### config.mk
export PLATFORM = sky130hd
export DESIGN_NAME = vp8_frame_resolution_parser
export DESIGN_NICKNAME = d
export VERILOG_FILES = /design/src/sv/vp8frp_pkg.sv /design/src/sv/vp8_frame_resolution_parser.sv
export SDC_FILE = /design/constraint.sdc
export NUM_CORES = 1
export LEC_CHECK = 0
export ABC_AREA = 1
export BUFFER_PORTS_ARGS = -buffer_cell sky130_fd_sc_hd__buf_2
export CORE_UTILIZATION = 52
export CTS_BUF_LIST = sky130_fd_sc_hd__clkbuf_8
export DETAILED_ROUTE_END_ITERATION = 12
export GPL_TIMING_DRIVEN = 0
export PLACE_DENSITY_LB_ADDON = 0.12
export SLEW_MARGIN = 10
export SYNTH_ARGS = -nofsm -noshare
export SYNTH_HDL_FRONTEND = slang
export SYNTH_SLANG_ARGS = --single-unit
export TNS_END_PERCENT = 5
### constraint.sdc
create_clock -name i_clk -period 8 [get_ports i_clk]
set_input_delay 2 -clock i_clk [delete_from_list [all_inputs] [get_ports i_clk]]
set_output_delay 2 -clock i_clk [all_outputs]
set_load 0.03 [all_outputs]
### src/sv/vp8frp_pkg.sv
// Package for the VP8 frame resolution parser.
// Holds the header constants, the parser phase type and the field widths.
// No dependencies.
`default_nettype none

package vp8frp_pkg;

    localparam int OFFSET_BITS_DEF = 24;

    localparam int BYTE_W   = 8;
    localparam int WIDTH_W  = 14;
    localparam int HEIGHT_W = 18;
    localparam int COUNT_W  = 3;
    localparam int HEAD_LEN = 14;

    localparam logic [7:0] SYNC_B0 = 8'h9d;
    localparam logic [7:0] SYNC_B1 = 8'h01;
    localparam logic [7:0] SYNC_B2 = 8'h2a;

    localparam logic [31:0] PARTS_MIN     = 32'd2;
    localparam logic [31:0] PARTS_MAX     = 32'd6;
    localparam logic [31:0] PART_SIZE_MIN = 32'd10;

    localparam int FIRST_PART     = 4;
    localparam int PLAIN_MIN_LAST = 9;   // offset of the last beat of a 10-byte buffer
    localparam int MULTI_MIN_LAST = 17;  // offset of the last beat of an 18-byte buffer
    localparam int SIZE_SLACK     = 8;
    localparam int STITCH_TRIM    = 32;

    // Offsets within one part: four size bytes, then the frame header.
    localparam int REL_SIZE_LAST = 3;
    localparam int REL_WIDTH_LO  = 10;
    localparam int REL_WIDTH_HI  = 11;
    localparam int REL_HEIGHT_LO = 12;
    localparam int REL_HEIGHT_HI = 13;

    localparam int STATUS_FOUND = 0;
    localparam int STATUS_RETRY = 1;

    typedef enum logic {
        PH_TRACK,
        PH_STOP
    } t_phase;

endpackage

`default_nettype wire

### src/sv/vp8_frame_resolution_parser.sv
// VP8 frame resolution parser, top level and only module.
// Takes a frame one byte per beat and reports its resolution on the last beat.
// Depends on vp8frp_pkg.
//
// The parser takes one byte per clock and sustains one beat per cycle, unless a
// last beat waits on the result side. A beat passes one input register; the
// header tracking, the size checks and the final decision then sit in one stage
// of compares and short adds ahead of the result register, so a new beat
// follows the last beat of a frame at once. A frame's result passes the input
// register and then the result register. While a result waits, the bytes of
// the next frame keep flowing; only that frame's last beat holds in the input
// register until the waiting result is taken. Plain frames carry the start code
// 9d 01 2a at offset 3; other frames are read as a part count followed by
// size-prefixed parts. Buffers longer than 2^OFFSET_BITS bytes report status 1.
`default_nettype none

module vp8_frame_resolution_parser #(
    parameter int OFFSET_BITS = vp8frp_pkg::OFFSET_BITS_DEF
) (
    input  wire logic                        i_clk,
    input  wire logic                        i_rst_n,
    // tdata: data_byte[7:0]
    input  wire logic [vp8frp_pkg::BYTE_W-1:0] i_s_axis_tdata,
    input  wire logic                        i_s_axis_tlast,   // last_byte
    input  wire logic                        i_s_axis_tvalid,
    output logic                             o_s_axis_tready,
    // tdata: frame_width[13:0], frame_height[31:14], part_count[34:32], zeros
    output logic [39:0]                      o_m_axis_tdata,
    // tuser: status[0]
    output logic [0:0]                       o_m_axis_tuser,
    output logic                             o_m_axis_tvalid,
    input  wire logic                        i_m_axis_tready
);

    import vp8frp_pkg::*;

    localparam int OB = OFFSET_BITS;
    localparam int PW = OB + 1;
    localparam int SW = ((OB > 31) ? OB : 31) + 1;
    localparam logic [OB-1:0] OFS_MAX   = {OB{1'b1}};
    localparam logic [SW-1:0] SUM_LIMIT = SW'(OFS_MAX);

    // Input register.
    logic              r_in_valid;
    logic [BYTE_W-1:0] r_in_byte;
    logic              r_in_last;

    // Parser state.
    logic [OB-1:0]     r_ofs;
    logic              r_ovf;
    t_phase            r_phase, n_phase;
    logic [7:0]        r_head [HEAD_LEN];
    logic [2:0]        r_parts_seen, n_parts_seen;
    logic [PW-1:0]     r_part_start, n_part_start;
    logic [31:0]       r_part_size, n_part_size;
    logic [OB-1:0]     r_size_sum, n_size_sum;
    logic [WIDTH_W-1:0]        r_width, n_width;
    logic signed [HEIGHT_W-1:0] r_height, n_height;
    logic              r_fail, n_fail;

    // Result register.
    logic              r_out_valid;
    logic              r_status, n_status;
    logic [WIDTH_W-1:0]         r_out_w, n_out_w;
    logic signed [HEIGHT_W-1:0] r_out_h, n_out_h;
    logic [COUNT_W-1:0]         r_out_c, n_out_c;

    logic advance;
    logic s_accept;
    logic stop_req;

    logic [7:0]    hv [HEAD_LEN];
    logic [31:0]   count_word;
    logic          count_ok;
    logic [2:0]    count3;
    logic [2:0]    examined;
    logic          at_part;
    logic [PW-1:0] rel;
    logic [31:0]   size_full;
    logic [SW-1:0] sum_full;
    logic          sync3, sync11;

    assign advance  = r_in_valid && (!r_in_last || !r_out_valid || i_m_axis_tready);
    assign s_accept = i_s_axis_tvalid && o_s_axis_tready;
    assign o_s_axis_tready = !r_in_valid || advance;

    // The header bytes as they stand once the current beat is written.
    always_comb begin
        for (int i = 0; i < HEAD_LEN; i++) begin
            hv[i] = (r_ofs == OB'(i)) ? r_in_byte : r_head[i];
        end
    end

    assign count_word = {hv[3], hv[2], hv[1], hv[0]};
    assign count_ok   = (count_word >= PARTS_MIN) && (count_word <= PARTS_MAX);
    assign count3     = count_word[2:0];
    assign examined   = (count3 == 3'd2) ? 3'd1 : count3;
    assign at_part    = ({1'b0, r_ofs} >= r_part_start);
    assign rel        = {1'b0, r_ofs} - r_part_start;

    // Part tracking: size bytes, checks and the per-part header fields.
    always_comb begin
        n_parts_seen = r_parts_seen;
        n_part_start = r_part_start;
        n_part_size  = r_part_size;
        n_size_sum   = r_size_sum;
        n_width      = r_width;
        n_height     = r_height;
        n_fail       = r_fail;
        stop_req     = 1'b0;
        size_full    = r_part_size;
        sum_full     = SW'(r_size_sum);

        if (r_phase == PH_TRACK && r_ofs >= OB'(FIRST_PART)) begin
            if (!count_ok) begin
                stop_req = 1'b1;
            end else if (at_part) begin
                if (rel < PW'(4)) begin
                    unique case (rel[1:0])
                        2'd0: size_full = r_part_size | {24'd0, r_in_byte};
                        2'd1: size_full = r_part_size | {16'd0, r_in_byte, 8'd0};
                        2'd2: size_full = r_part_size | {8'd0, r_in_byte, 16'd0};
                        default: size_full = r_part_size | {r_in_byte, 24'd0};
                    endcase
                    n_part_size = size_full;
                    sum_full    = SW'(r_size_sum) + SW'(size_full[30:0]);
                    if (rel == PW'(REL_SIZE_LAST)) begin
                        if (size_full[31] || size_full < PART_SIZE_MIN) begin
                            n_fail   = 1'b1;
                            stop_req = 1'b1;
                        end else begin
                            n_size_sum = sum_full[OB-1:0];
                            if (sum_full > SUM_LIMIT) begin
                                n_fail   = 1'b1;
                                stop_req = 1'b1;
                            end
                        end
                    end
                end else if (rel == PW'(REL_WIDTH_LO)) begin
                    n_width = {6'd0, r_in_byte};
                end else if (rel == PW'(REL_WIDTH_HI)) begin
                    n_width = r_width | {r_in_byte[5:0], 8'd0};
                end else if (rel == PW'(REL_HEIGHT_LO)) begin
                    n_height = r_height + HEIGHT_W'(r_in_byte);
                end else if (rel == PW'(REL_HEIGHT_HI)) begin
                    n_height = r_height + HEIGHT_W'({r_in_byte[5:0], 8'd0});
                    // Stitched frames overlap: trim each part, inner parts twice.
                    if (examined > 3'd1) begin
                        n_height = n_height - HEIGHT_W'(STITCH_TRIM);
                        if (r_parts_seen > 3'd0 && r_parts_seen < count3 - 3'd1) begin
                            n_height = n_height - HEIGHT_W'(STITCH_TRIM);
                        end
                    end
                    n_parts_seen = r_parts_seen + 3'd1;
                    if (n_parts_seen < examined) begin
                        n_part_start = r_part_start + PW'(4) + PW'(r_part_size);
                        n_part_size  = '0;
                    end else begin
                        stop_req = 1'b1;
                    end
                end
            end
        end
    end

    always_comb begin
        n_phase = r_phase;
        if (stop_req) begin
            n_phase = PH_STOP;
        end
    end

    // Final decision on the last beat, using the state after this beat.
    assign sync3  = (hv[3] == SYNC_B0) && (hv[4] == SYNC_B1) && (hv[5] == SYNC_B2);
    assign sync11 = (hv[11] == SYNC_B0) && (hv[12] == SYNC_B1) && (hv[13] == SYNC_B2);

    always_comb begin
        n_status = 1'(STATUS_RETRY);
        n_out_w  = '0;
        n_out_h  = '0;
        n_out_c  = '0;
        if (!r_ovf && r_ofs >= OB'(PLAIN_MIN_LAST)) begin
            if (sync3) begin
                n_status = 1'(STATUS_FOUND);
                n_out_w  = {hv[7][5:0], hv[6]};
                n_out_h  = HEIGHT_W'({hv[9][5:0], hv[8]});
                n_out_c  = 3'd1;
            end else if (r_ofs >= OB'(MULTI_MIN_LAST) && sync11 && count_ok && !n_fail
                         && n_parts_seen >= examined
                         && ({1'b0, r_ofs} + PW'(1)) >= ({1'b0, n_size_sum} + PW'(SIZE_SLACK)))
            begin
                n_status = 1'(STATUS_FOUND);
                n_out_w  = n_width;
                n_out_h  = n_height;
                n_out_c  = count3;
            end
        end
    end

    always_ff @(posedge i_clk) begin
        if (!i_rst_n) begin
            r_in_valid <= 1'b0;
        end else if (s_accept) begin
            r_in_valid <= 1'b1;
        end else if (advance) begin
            r_in_valid <= 1'b0;
        end
        if (s_accept) begin
            r_in_byte <= i_s_axis_tdata;
            r_in_last <= i_s_axis_tlast;
        end
    end

    always_ff @(posedge i_clk) begin
        if (advance && r_ofs < OB'(HEAD_LEN)) begin
            r_head[r_ofs[3:0]] <= r_in_byte;
        end
    end

    always_ff @(posedge i_clk) begin
        if (!i_rst_n || (advance && r_in_last)) begin
            r_ofs        <= '0;
            r_ovf        <= 1'b0;
            r_phase      <= PH_TRACK;
            r_parts_seen <= '0;
            r_part_start <= PW'(FIRST_PART);
            r_part_size  <= '0;
            r_size_sum   <= '0;
            r_width      <= '0;
            r_height     <= '0;
            r_fail       <= 1'b0;
        end else if (advance) begin
            if (r_ofs != OFS_MAX) begin
                r_ofs <= r_ofs + OB'(1);
            end else begin
                r_ovf <= 1'b1;
            end
            r_phase      <= n_phase;
            r_parts_seen <= n_parts_seen;
            r_part_start <= n_part_start;
            r_part_size  <= n_part_size;
            r_size_sum   <= n_size_sum;
            r_width      <= n_width;
            r_height     <= n_height;
            r_fail       <= n_fail;
        end
    end

    always_ff @(posedge i_clk) begin
        if (!i_rst_n) begin
            r_out_valid <= 1'b0;
        end else if (advance && r_in_last) begin
            r_out_valid <= 1'b1;
        end else if (i_m_axis_tready) begin
            r_out_valid <= 1'b0;
        end
        if (advance && r_in_last) begin
            r_status <= n_status;
            r_out_w  <= n_out_w;
            r_out_h  <= n_out_h;
            r_out_c  <= n_out_c;
        end
    end

    assign o_m_axis_tvalid = r_out_valid;
    assign o_m_axis_tuser  = r_status;
    assign o_m_axis_tdata  = {5'd0, r_out_c, r_out_h, r_out_w};

    // A processed last beat leaves the parser back at the start of a frame.
    a_restart: assert property (@(posedge i_clk) disable iff (!i_rst_n)
        advance && r_in_last |=> r_ofs == '0 && r_phase == PH_TRACK && !r_fail)
        else $error("parser state not cleared after the last beat");

    // A found resolution always names a part count.
    a_found_count: assert property (@(posedge i_clk) disable iff (!i_rst_n)
        r_out_valid && r_status == 1'(STATUS_FOUND) |-> r_out_c != '0)
        else $error("found resolution without a part count");

    // A failed frame carries zero fields.
    a_retry_zero: assert property (@(posedge i_clk) disable iff (!i_rst_n)
        r_out_valid && r_status == 1'(STATUS_RETRY)
        |-> r_out_w == '0 && r_out_h == '0 && r_out_c == '0)
        else $error("retry result carries nonzero fields");

    // No more parts are counted than a frame may hold.
    a_parts_bound: assert property (@(posedge i_clk) disable iff (!i_rst_n)
        r_parts_seen <= 3'd6)
        else $error("part counter beyond six");

    // A result still waiting blocks only a second last beat.
    a_hold_last: assert property (@(posedge i_clk) disable iff (!i_rst_n)
        r_out_valid && !i_m_axis_tready && r_in_valid && r_in_last |-> !advance)
        else $error("last beat processed over a pending result");

endmodule

`default_nettype wire

==> impl_metrics.ini <==
[status]
result_of_the_run = completed

[layout]
most_frequent_standard_cell_in_the_layout_excluding_fill_and_tap_cells = nand2_1
diodes = 0
nets = 3280
fin_cells = 3676
final_cell_mix = 704 x nand2_1, 412 x inv_1, 274 x nor2_1
layout-drive-gt1-share_pct = 8.12
area.growth.synth_to_final_pct = 10.0

[floorplanning]
fp.dieH_um = 204
row_count = 73
boundaryPins = 56
floorplan.die_area_mm2 = 0.0418
floorplan.die.width_um = 204
floorplan.core_area_mm2 = 0.0401
start_util_pct = 53.1

[pwr]
internal_power_w = 0.00254
switch_share_pct = 33.1
clock_network_fraction_of_total_power_pct = 36.3
power_leakage_nw = 10.9
vdd_ir_drop_max_mv = 0.137
powerDensity_mw_per_mm2 = 162
share_comb_of_total_power_pct = 20.6
report.power.total_w = 0.00380
net-switching-power_w = 0.00126
power_frac_seq_pct = 43.1

[timing]
min_period_ns = 7.62
achievable-frequency_mhz = 131
max_slew.worst_pin.slew_ns = 1.24
post-route-period-util_pct = 95.2
setup_repair_after_global_routing_missed_its_margin = false
finalSetupViolCount = 0
max-slew-margin-rel_pct = 17.1
timing_max_transition_violations_final = 0
hold_violations = 0
skew_ns = 0.0472

[critical_path]
arrival_ns = 8.08
critical_path_buf_inv_count = 4
slowest_stage = clkbuf_1
worst-setup-path-type = reg2reg
cp_top_family = simple AND/OR/NAND/NOR gates
cp-end-kind = register
crit_path_max_fanout = 13
worst_setup_path_start_kind = register
cpPeakStageDelay_ns = 0.83
cp.required_ns = 8.46

[global_route]
overflow_after_grt = 0
antenna_violations_before_repair = 0
global_route.usage.total_pct = 33.1
via_count_of_the_first_global_routing_pass = 19200
wire_length_of_the_first_global_routing_pass_um = 106000
grt_max_degree = 38

[clock_network]
cts-hold-fix-buffers = 0
htree_num_levels = 2
number_of_buffers_on_the_longest_clock_path = 3
clkSlewWorstSetupHoldPaths_ns = 0.06
clock_tree_from_tritoncts = done
cts_made_buffers = 52
clock_latency_ns = 0.68
numClockSinks = 290
clk_root_buffer_cell = clkbuf_8

[logic_synthesis]
dominant_combinational_cell_family_by_area_after_synthesis = simple AND/OR/NAND/NOR gates
synth_xor_xnor_area_share_pct = 4.11
post_synth_instance_area_mm2 = 0.0213
synth_edf_count = 145
yosys.area.top_type_share_pct = 20.4
share_of_synthesized_area_occupied_by_flip_flops_and_latches_pct = 34.1
ys_warn_count = 0
synth.area.mux_share_pct = 0
synth_compound_area_share_pct = 15.7
synth_seq_cells = 290
synthesis.instances = 2985
adder_cell_share_of_the_synthesized_area_pct = 9.45
synthArstFlopShare_pct = 0
synth_simple_gate_area_share_pct = 27.6
ys_top_cells_by_area = edfxtp_1 20%, dfxtp_1 14%, nand2_1 12%, ha_1 9.0%, inv_1 7.0%
postSynthAreaPerCell_um2 = 7.14
synthDistinctLibCells = 60
netlist.top_cell.by_area = edfxtp_1
yosys_most_used_dff = edfxtp_1

[detailed_routing]
route.detailed.vias_per_inst = 5.71
wl_um = 69700
drc = 0
detail_route.iter0.violations = 2178
vias = 21000
postRouteAntennaNets = 0
avgRoutedWirePerCell_um = 19.0
detail_route.first_pass.iterations = 7

[min_path]
hold_path_class = reg2reg

[place]
post-dp-hpwl_um = 54500
gp_routability_congestion = 0.986
place_inst = 3565
port_buffers = 50

[flow_run]
max_cap_viols = 0
==> metal layers <==
| metal | vias up | routed length [um] | global-route usage, % |
|---|---|---|---|
| li1 | 10200 | - | - |
| met1 | 9722 | 30500 | 45.6 |
| met2 | 895 | 30400 | 51.7 |
| met3 | 164 | 6420 | 6.03 |
| met4 | 0 | 2370 | 11.9 |
| met5 | - | 0 | 0 |
==> sequential cells by signal (all words and copies together), names as in the netlist, 3 cells and up <==
register,cells
r_head,100
r_part_size,32
r_part_start,25
r_ofs,24
r_size_sum,24
r_height,18
r_out_h,18
r_out_w,14
r_width,14
r_in_byte,8
r_out_c,3
r_parts_seen,3
==> final timing paths <==
kind / from / to / slack (ns) / cells after the start
setup / recovery: r_in_byte[7] / r_out_h[15] / 0.38 / 29
hold / removal: r_part_start[2] / r_part_start[2] / 0.46 / 2
setup reg to reg: r_in_byte[7] / r_out_h[15] / 0.38 / 29
hold reg to reg: r_part_start[2] / r_part_start[2] / 0.46 / 2
==> area by class of cell <==
cell class | count | area (um2)
plain buffers | 85 | 408
well taps | 525 | 657
inverters | 408 | 1540
clock inverters | 41 | 251
fillers | 3781 | 16700
repair buffers | 66 | 387
clock buffers | 55 | 757
multi-input cells | 2206 | 12200
flip-flops and latches | 290 | 7260
==> kinds of logic (layout without fill, tap and decap cells) <==
logic type | after synthesis | after routing
AO/OA/AOI/OAI | 593 | 593
buffers and inverters | 493 | 655
flip-flops | 290 | 290
XOR/XNOR | 100 | 100
AND/OR/NAND/NOR | 1350 | 1350
other | 1 | 5
adder cells (fa/ha/maj) | 158 | 158
==> Yosys cell counts (53+ instances only) <==
cell / instances
nand2_1: 707
nand3_1: 153
a21oi_1: 210
edfxtp_1: 145
xor2_1: 73
inv_1: 397
nor3_1: 53
o21ai_0: 234
nor2_1: 276
clkbuf_1: 56
dfxtp_1: 145
nand4_1: 66
ha_1: 153
==> tightest hold or removal path, stage by stage (launching register included) <==
cell and delay [ns]:
dfxtp_1 0.32, nand2_1 0.05, nand3_1 0.05
==> power groups by stage <==
| stage | clock network [W] | logic (W) | registers [W] |
|---|---|---|---|
| floorplan | 0 | 0.000548 | 0.00166 |
| global placement | 0 | 0.000730 | 0.00167 |
| detailed placement | 0 | 0.000746 | 0.00167 |
| CTS | 0.00139 | 0.000754 | 0.00164 |
| global route | 0.00145 | 0.000868 | 0.00164 |
| finish | 0.00138 | 0.000784 | 0.00164 |
==> metrics by stage <==
step | setup slack, ns | setup TNS, ns | util [%] | hold slack [ns] | cell area [um2]
3_5_place_dp | -0.121 | -0.615 | 55.5 | 0.444 | 22200
4_1_cts | 0.0299 | 0 | 58.0 | 0.459 | 23300
3_3_place_gp | -0.0252 | -0.0326 | 55.4 | 0.442 | 22200
6_report | 0.382 | 0 | 58.5 | 0.458 | 23400
2_1_floorplan | 2.15 | 0 | - | 0.429 | 21300
5_1_grt | 0.0258 | 0 | 58.5 | 0.473 | 23400
==> repair_timing <==
item,4_1_cts,5_1_grt
gates cloned,0,0
endpoints found under the hold margin,0,0
pin swaps,0,1
setup endpoints to repair,11,28
resized for setup,2,23
buffers inserted,2,13
(Power assumes the default switching activity.)
